--- src/rtl/core/pidf_pkg.sv ---
`timescale 1ns / 1ps
package pidf_pkg;

  typedef struct packed {
    logic signed [15:0] setpoint;
    logic signed [15:0] measured;
    logic        [16:0] interval_us;
  } pidf_in_t;

  typedef struct packed {
    logic signed [31:0] drive;
    logic               in_dead_band;
  } pidf_out_t;

  localparam int CFG_IDX_W  = 3;
  localparam int CFG_DATA_W = 47;

  localparam logic [CFG_IDX_W-1:0] REG_GAIN_PROP   = 3'd0;
  localparam logic [CFG_IDX_W-1:0] REG_GAIN_INTEG  = 3'd1;
  localparam logic [CFG_IDX_W-1:0] REG_GAIN_DERIV  = 3'd2;
  localparam logic [CFG_IDX_W-1:0] REG_ALPHA       = 3'd3;
  localparam logic [CFG_IDX_W-1:0] REG_INTEG_LIMIT = 3'd4;
  localparam logic [CFG_IDX_W-1:0] REG_DRIVE_LIMIT = 3'd5;
  localparam logic [CFG_IDX_W-1:0] REG_INTEG_SEP   = 3'd6;
  localparam logic [CFG_IDX_W-1:0] REG_DEAD_BAND   = 3'd7;

  localparam logic [16:0] ALPHA_ONE = 17'd65536;
  localparam logic [16:0] DT_MAX    = 17'd100000;
  localparam logic [19:0] RATE_SCALE = 20'd1000000;
  // quotient bits: |delta*1e6| < 2^36, so 36 steps cover the 36-bit dividend
  localparam int DIV_STEPS = 36;

  typedef enum logic [3:0] {
    ST_IDLE,
    ST_PREP,
    ST_DIV,
    ST_FILT_A,
    ST_FILT_B,
    ST_INTEG,
    ST_TERM_P,
    ST_TERM_IH,
    ST_TERM_IL,
    ST_TERM_D,
    ST_DONE,
    ST_OUT
  } pidf_state_t;

  typedef struct packed {
    logic load;
    logic prep;
    logic div_step;
    logic filt_a;
    logic filt_b;
    logic integ;
    logic term_p;
    logic term_ih;
    logic term_il;
    logic term_d;
    logic finish;
  } pidf_cmd_t;

  typedef struct packed {
    logic dead;
    logic div_last;
  } pidf_sts_t;

endpackage

--- src/rtl/core/pidf_ctrl.sv ---
`timescale 1ns / 1ps
module pidf_ctrl (
  input  logic                clk,
  input  logic                rst_n,
  input  logic                in_valid,
  output logic                in_stall,
  output logic                out_valid,
  input  logic                out_stall,
  input  pidf_pkg::pidf_sts_t sts,
  output pidf_pkg::pidf_cmd_t cmd
);
  import pidf_pkg::*;

  pidf_state_t state_r, state_nxt;

  always_ff @(posedge clk) begin
    if (!rst_n) begin
      state_r <= ST_IDLE;
    end else begin
      state_r <= state_nxt;
    end
  end

  always_comb begin
    state_nxt = state_r;
    case (state_r)
      ST_IDLE:    if (in_valid) state_nxt = ST_PREP;
      ST_PREP:    state_nxt = sts.dead ? ST_OUT : ST_DIV;
      ST_DIV:     if (sts.div_last) state_nxt = ST_FILT_A;
      ST_FILT_A:  state_nxt = ST_FILT_B;
      ST_FILT_B:  state_nxt = ST_INTEG;
      ST_INTEG:   state_nxt = ST_TERM_P;
      ST_TERM_P:  state_nxt = ST_TERM_IH;
      ST_TERM_IH: state_nxt = ST_TERM_IL;
      ST_TERM_IL: state_nxt = ST_TERM_D;
      ST_TERM_D:  state_nxt = ST_DONE;
      ST_DONE:    state_nxt = ST_OUT;
      ST_OUT:     if (!out_stall) state_nxt = ST_IDLE;
      default:    state_nxt = ST_IDLE;
    endcase
  end

  always_comb begin
    cmd        = '0;
    in_stall   = 1'b1;
    out_valid  = 1'b0;
    case (state_r)
      ST_IDLE: begin
        in_stall = 1'b0;
        cmd.load = in_valid;
      end
      ST_PREP:    cmd.prep = 1'b1;
      ST_DIV:     cmd.div_step = 1'b1;
      ST_FILT_A:  cmd.filt_a = 1'b1;
      ST_FILT_B:  cmd.filt_b = 1'b1;
      ST_INTEG:   cmd.integ = 1'b1;
      ST_TERM_P:  cmd.term_p = 1'b1;
      ST_TERM_IH: cmd.term_ih = 1'b1;
      ST_TERM_IL: cmd.term_il = 1'b1;
      ST_TERM_D:  cmd.term_d = 1'b1;
      ST_DONE:    cmd.finish = 1'b1;
      ST_OUT:     out_valid = 1'b1;
      default:    ;
    endcase
  end

endmodule

--- config.mk ---
export PLATFORM = sky130hd
export DESIGN_NAME = pidf_ctrl
export DESIGN_NICKNAME = d
export VERILOG_FILES = /design/src/rtl/core/pidf_pkg.sv /design/src/rtl/core/pidf_ctrl.sv
export SDC_FILE = /design/constraint.sdc
export NUM_CORES = 1
export LEC_CHECK = 0
export BUFFER_PORTS_ARGS = -buffer_cell sky130_fd_sc_hd__buf_2
export CAP_MARGIN = 20
export CORE_AREA = 2 2 39 41
export CTS_BUF_LIST = sky130_fd_sc_hd__clkbuf_8
export DETAILED_ROUTE_END_ITERATION = 6
export DIE_AREA = 0 0 41 43
export GPL_TIMING_DRIVEN = 0
export PLACE_DENSITY_LB_ADDON = 0.2
export SYNTH_ARGS = -nofsm -noshare
export SYNTH_HDL_FRONTEND = slang
export SYNTH_SLANG_ARGS = --single-unit
--- constraint.sdc ---
create_clock -name clk -period 1.56 [get_ports clk]
set_input_delay 0 -clock clk [delete_from_list [all_inputs] [get_ports clk]]
set_output_delay 0 -clock clk [all_outputs]
set_load 0.005 [all_outputs]
== After elaboration in Yosys (flattened, before gate mapping) ==
Index checks and enable logic that the tools add are counted.

* Bits in writable memories: 0
* Memory bits (read-only): 0
* Register bits after elaboration: 4
* Memories: 0
* Bits in latches: 0
* Input port bits: 6

* Multiplexer cells: 18
* Divide/modulo/power cells: 0
* Magnitude comparators: 0
* Multiply operators: 0
* Shift operators: 0
* $add $sub $neg: 0
* Bitwise operators: 0
* Reduce and logical (&&, ||, !) cells: 2
* Equal/unequal tests: 14

{| class="wikitable"
|+ Operator list
! kind !! number
|-
| case mux 4 bit (12 select lines) || 1
|-
| equality test 4 x 3 -> 1 bit (second input constant) || 4
|-
| equality test 4 bit (second input constant) || 4
|-
| 2-to-1 mux 4 bit || 4
|-
| 2-to-1 mux 1 bit || 13
|-
| equality test 4 x 2 -> 1 bit (second input constant) || 2
|-
| inequality test 2 bit (second input constant) || 3
|-
| equality test 4 x 1 -> 1 bit (second input constant) || 1
|-
| logical NOT 4 bit || 1
|-
| AND reduction 3 bit || 1
|}

== Longest topological paths before layout ==
Gate-level depths: netlist of run 1.

* Word-level depth: 3
* Gate-level depth with buffers: 4

== Worst setup path after synthesis of run 1 ==
Ideal clock, no wire load.

* Path kind: register to register
* From: reg state_r[1]
* To: reg state_r[0]
* Arrival: 0.913 ns
* Slack: 0.521 ns
* Data required time: 1.434 ns
* Cell stages (with the launch flop): 4
* Path through: dfxtp_1 mux2_4 o41ai_2 a21oi_1

* Cells in the longest elaborated chain, start to end: 3

{| class="wikitable"
|+ RTL lines
! element !! RTL line !! source
|-
| start, declared || pidf_ctrl.sv:14 || <nowiki>pidf_state_t state_r, state_nxt;</nowiki>
|-
| start signal, assigned || pidf_ctrl.sv:20 || <nowiki>state_r <= state_nxt;</nowiki>
|-
| equality test 4 x 2 -> 1 bit (tied with other cells) || pidf_ctrl.sv:26 || <nowiki>case (state_r)</nowiki>
|-
| inequality test 2 bit (no line) || -- ||
|-
| AND reduction 3 bit (no line) || -- ||
|}

Several ways; a longest one is shown, not always the timed one.
A chain may end at the register's enable or synchronous reset.

==> results of run 1 <==
metal layers:
layer / vias up / GRT usage (%) / wire length [um]
met5: - / 0 / 0
met4: 0 / 10.0 / 0
met3: 0 / 1.57 / 66
met2: 14 / 15.9 / 422
met1: 171 / 17.1 / 499
li1: 209 / - / -
final timing paths:
kind | cells past startpoint | to | slack [ps]
setup / recovery | 4 | cmd[0] | 330
hold reg to reg | 3 | state_r[0] | 600
hold / removal | 3 | state_r[0] | 40
setup reg to reg | 4 | state_r[0] | 450
layout make-up:
type                    instances  area share [%]
plain buffers                   4            5.76
clock buffers                   3            8.27
inverters                       1           0.752
multi-input cells              39            47.1
flip-flops and latches          4            16.0
well taps                      16            4.01
repair buffers                 18            18.0
synth_stat cells, drive strengths merged:
| cell | n |
|---|---|
| xnor2 | 1 |
| o41ai | 1 |
| mux2 | 1 |
| nor2 | 8 |
| nand2b | 4 |
| a21oi | 4 |
| nand2 | 6 |
| nor3b | 1 |
| o31a | 1 |
| o211ai | 1 |
| buf | 4 |
| nor3 | 7 |
| and3 | 2 |
| nand4 | 1 |
| inv | 1 |
| a31oi | 1 |
| dfxtp | 4 |
logic make-up after synthesis:
group	count (synthesis)	synth area share, %
xor+xnor	1	2.52
flops	4	23.0
simple gates	29	43.9
buf+inv	5	9.35
compound gates	8	16.9
mux	1	4.32
worst register-to-register path, delay by kind of cell (launching register included):
| kind | cells | cell delay (ps) |
|---|---|---|
| flops | 1 | 400 |
| compound gates | 3 | 330 |
| buf+inv | 1 | 270 |
power by group:
part           total (mW)  leakage, nW  switching [mW]  internal (mW)
Combinational       0.289        0.191           0.158          0.131
Clock               0.216       0.0216          0.0518          0.164
Sequential          0.150       0.0330          0.0246          0.125
Total               0.655        0.245           0.235          0.420
through the flow:
| step | instance area (um^2) | hold slack, ps | util (%) |
|---|---|---|---|
| CTS | 499 | 39.4 | 36.1 |
| global route | 499 | 56.6 | 36.1 |
| detailed placement | 458 | 271 | 33.1 |
| global placement | 458 | 265 | 33.1 |
| finish | 499 | 44.6 | 36.1 |
| floorplan | 348 | 106 | - |
==> reports/qor.txt, run 1 <==
Setup crit end kind -> output pin
total gr overflow -> 0
fin. max-slew vios -> 0
DR vias -> 394
library cells used by synthesis -> 23
dpl ws -> 455 ps
HPWL after DPL -> 708 um
Slew @ Worst Pin -> 236 ps
CTS Hold Buffers Added -> 0
CTS max path bufs -> 2
Fin Setup TNS -> 0 ps
placed cells -> 82
CTS clk-pin slew, worst paths -> 30 ps
most frequent cells in the layout -> 20 x buf_2, 7 x nor3_1, 7 x nor2_1
RR Startpoint -> state_r[3]
Final period util -> 79.0%
post-route antenna net violation count -> 0
CP Max Fanout -> 10
Slew HR -> 84.1%
max-cap violations -> 0
Worst Hold Launch -> rst_n
post-synth top area cell -> dfxtp_1
yosys synthesis warning count -> 0
core box area -> 1380 um^2
TritonCTS Buffers -> 3
H-Tree Depth -> 1
Power, Total -> 655 uW
Pwr per Cell Area -> 1310 nW/um^2
multi-input combinational cell area -> 235 um^2
clock sinks -> 4
DRC viols -> 0
Hold Path Class -> in -> reg
critical path's top delay family -> flip-flops
I/O Buffers -> 18
die span in x -> 41 um
Post-Syn Instances -> 48
Synth area leaders -> dfxtp_1 23%, nor3_1 10%, nor2_1 7.6%
CP Class -> reg -> out
detailed-route wire length -> 988 um
synth-to-layout area growth -> 43.5%
pin count of the biggest net entering global routing -> 11
WL per Instance -> 11.6 um
sequential cell area -> 80.1 um^2
Seq/Total Area, Yosys -> 23.0%
cell leakage power -> 0.245 nW
mean area per synthesized cell -> 7.25 um^2
Synth Register Bits -> 4
vias in the first global route -> 353
Worst Skew -> 1.65 ps
Die Height -> 43 um
layout cells sized above 1 -> 47.8%
endpoints failing hold -> 0
I/O pins -> 19
initial core utilization -> 25.1%
cts repair resizes -> 0
fin nets -> 77
Worst EP required -> 1560 ps
ant diodes -> 0
RSZ-0062 raised after global routing -> no
Worst VDD drop -> 579 uV
status -> finished, final reports clean
gr usage total -> 12.3%
Vias/cell -> 4.64
clk_lat worst skew -> 210 ps
Mapped Area -> 348 um^2
Most flops, register -> state_r
Critical Path Slowest Stage Cell -> dfxtp_1
WP buf/inv -> 2
Die Area -> 1760 um^2
CP arrival -> 1230 ps
final setup vio count -> 0
Final Worst Setup Slack -> 327 ps
min Tclk post-route -> 1230 ps
fmax -> 0.811 GHz
post-CTS setup buffers -> 0
Root Buffer -> clkbuf_8
largest registers -> state_r: 4 flops
GP Congestion -> 0.732
max reg flops -> 4
CP max stage delay -> 400 ps
leading cell type in the layout, fill and taps excluded -> buf_2
startpoint types -> flop
DRT iter0 DRCs -> 4
1st-pass router iterations -> 2
fillers -> 157
TritonCTS clock tree -> built
Setup crit start -> state_r[3]
critical-path cell list -> buf_2, nand2_1, nor3_1, buf_2
global-route wire length before repair -> 1460 um
initial antenna violation count -> 0
syn_nets -> 54
fin cells -> 85
top-area cell type share of the netlist area -> 23.0%
most frequent CP cell -> buf_2
Row Count -> 14
(Power assumes the default switching activity.)
==> inputs of run 2 (changes only) <==
==> constraint.sdc (replaced) <==
create_clock -name clk -period 1.1 [get_ports clk]
set_input_delay 0 -clock clk [delete_from_list [all_inputs] [get_ports clk]]
set_output_delay 0 -clock clk [all_outputs]
set_load 0.005 [all_outputs]
==> run 2 against run 1 <==
  * Worst hold slack worse by 8.3 ps
  * Final area up 27%
  * Largest cell class unchanged
  * Critical path type unchanged
  * Flip-flop and latch count unchanged
  * Cell count is 12% higher
  * Die area unchanged
  * Worst setup slack got worse by 300 ps
  * Non-clock buffer count up 10
  * Wire length is 18% higher
==> reports/qor.txt, run 2 (synthesized netlist as in run 1, its figures left out) <==
clk_lat worst skew -> 210 ps (about the same)
Root Buffer -> clkbuf_8
CTS clk-pin slew, worst paths -> 30 ps (about the same)
status -> finished, final reports clean
final setup vio count -> 0 (unchanged)
I/O Buffers -> 18 (unchanged)
Vias/cell -> 4.80 (+3.6%)
layout cells sized above 1 -> 65.8% (+18 points)
cell leakage power -> 0.318 nW (+30%)
pin count of the biggest net entering global routing -> 11 (unchanged)
fin. max-slew vios -> 0 (unchanged)
DRT iter0 DRCs -> 3 (-1)
RSZ-0062 raised after global routing -> yes
die span in x -> 41 um (unchanged)
clock sinks -> 4 (unchanged)
Row Count -> 14 (unchanged)
detailed-route wire length -> 1160 um (+18%)
ant diodes -> 0 (unchanged)
Most flops, register -> state_r
most frequent cells in the layout -> 19 x buf_2, 8 x buf_4, 6 x nor2_1
Worst VDD drop -> 880 uV (+52%)
Placed Area -> 458 um^2 (unchanged)
fin area -> 633 um^2 (+27%)
Critical Path Slowest Stage Cell -> dfxtp_4
min Tclk post-route -> 1080 ps
Slew @ Worst Pin -> 235 ps (-0.578 ps)
TritonCTS clock tree -> built
WL per Instance -> 12.3 um (+5.4%)
max-cap violations -> 0 (unchanged)
Hold Path Class -> in -> reg
HPWL after DPL -> 708 um (unchanged)
vias in the first global route -> 396 (+12%)
max reg flops -> 4 (unchanged)
fmax -> 0.928 GHz
CTS max path bufs -> 2 (unchanged)
post-route antenna net violation count -> 0 (unchanged)
fin cells -> 95 (+12%)
Die Area -> 1760 um^2 (unchanged)
Worst EP required -> 1100 ps (-460 ps)
I/O pins -> 19 (unchanged)
global-route wire length before repair -> 1560 um (+6.6%)
Pwr per Cell Area -> 1830 nW/um^2 (+39%)
CP Max Fanout -> 6 (-4)
total gr overflow -> 0 (unchanged)
initial core utilization -> 25.1% (unchanged)
fin nets -> 87 (+13%)
Slew HR -> 84.2% (about the same)
Worst Skew -> 1.95 ps (+0.299 ps)
largest registers -> state_r: 4 flops
Setup crit end kind -> output pin
initial antenna violation count -> 0 (unchanged)
1st-pass router iterations -> 3 (+1)
synth-to-layout area growth -> 82.0%
GP Congestion -> 0.732 (unchanged)
CP arrival -> 1080 ps (-150 ps)
DRC viols -> 0 (unchanged)
CP max stage delay -> 360 ps (-40 ps)
leading cell type in the layout, fill and taps excluded -> buf_2
placed cells -> 82 (unchanged)
endpoints failing hold -> 0 (unchanged)
critical-path cell list -> nand2b_2, nor2_2, buf_2
core box area -> 1380 um^2 (unchanged)
CTS Hold Buffers Added -> 0 (unchanged)
Die Height -> 43 um (unchanged)
CP Class -> reg -> out
Final period util -> 98.0%
gr usage total -> 13.2% (+0.90 points)
DR vias -> 456 (+16%)
H-Tree Depth -> 1 (unchanged)
startpoint types -> flop
TritonCTS Buffers -> 3 (unchanged)
run 2: cell types whose count changed in the layout (fill, tap and decap cells not counted), sizes merged:
cell and change:
buf +10
run 2: area by class of cell:
class                           count  area [um^2]
Multi-Input combinational cell     39          265
Timing Repair Buffer               28          166
Inverter                            1         3.75
Tap cell                           16         20.0
Fill cell                         154          751
Buffer                              4         48.8
Clock buffer                        3         41.3
Sequential cell                     4         87.6
run 2: worst paths after layout:
path | from | to | slack, ps | cells after the start
worst min register to register | state_r[2] | state_r[0] | 600 | 3
worst min-delay path | rst_n | state_r[0] | 40 | 3
worst max register to register | state_r[3] | state_r[3] | 50 | 3
worst max-delay path | state_r[3] | cmd[3] | 20 | 3
run 2: metal layers:
layer	global-route usage, %	wire [um]
met5	0	0
met4	10.0	4
met3	1.57	65
met2	20.3	539
met1	15.5	554
run 2: what timing repair did:
| item | CTS | global route |
|---|---|---|
| endpoints found under the hold margin | 0 | 0 |
| buffers inserted | 5 | 4 |
| pin swaps | 1 | 1 |
| setup endpoints to repair | 10 | 8 |
| gates resized for setup | 9 | 9 |
| gates cloned | 0 | 1 |
run 2: critical path, delay by kind of cell (launching register included):
| family | cells | cell delay, ps |
|---|---|---|
| buf+inv | 1 | 120 |
| flops | 1 | 360 |
| simple gates | 2 | 380 |
run 2: power breakdown:
part / switching, mW / internal, mW / leakage [nW]
logic: 0.283 / 0.339 / 0.262
clock network: 0.0730 / 0.233 / 0.0216
registers: 0.0429 / 0.187 / 0.0347
run 2: metrics by stage:
step | hold slack [ps] | total power [mW] | setup TNS (ps) | setup WS (ps) | utilization, %
floorplan | 106 | 0.494 | 0 | 60.9 | -
global placement | 265 | 0.622 | 0 | 2.76 | 33.1
detailed placement | 271 | 0.624 | -4.79 | -4.79 | 33.1
CTS | 32.0 | 1.04 | -9.21 | -5.38 | 40.4
global route | 51.5 | 1.24 | -54.6 | -26.7 | 45.8
finish | 36.3 | 1.16 | 0 | 22.4 | 45.8
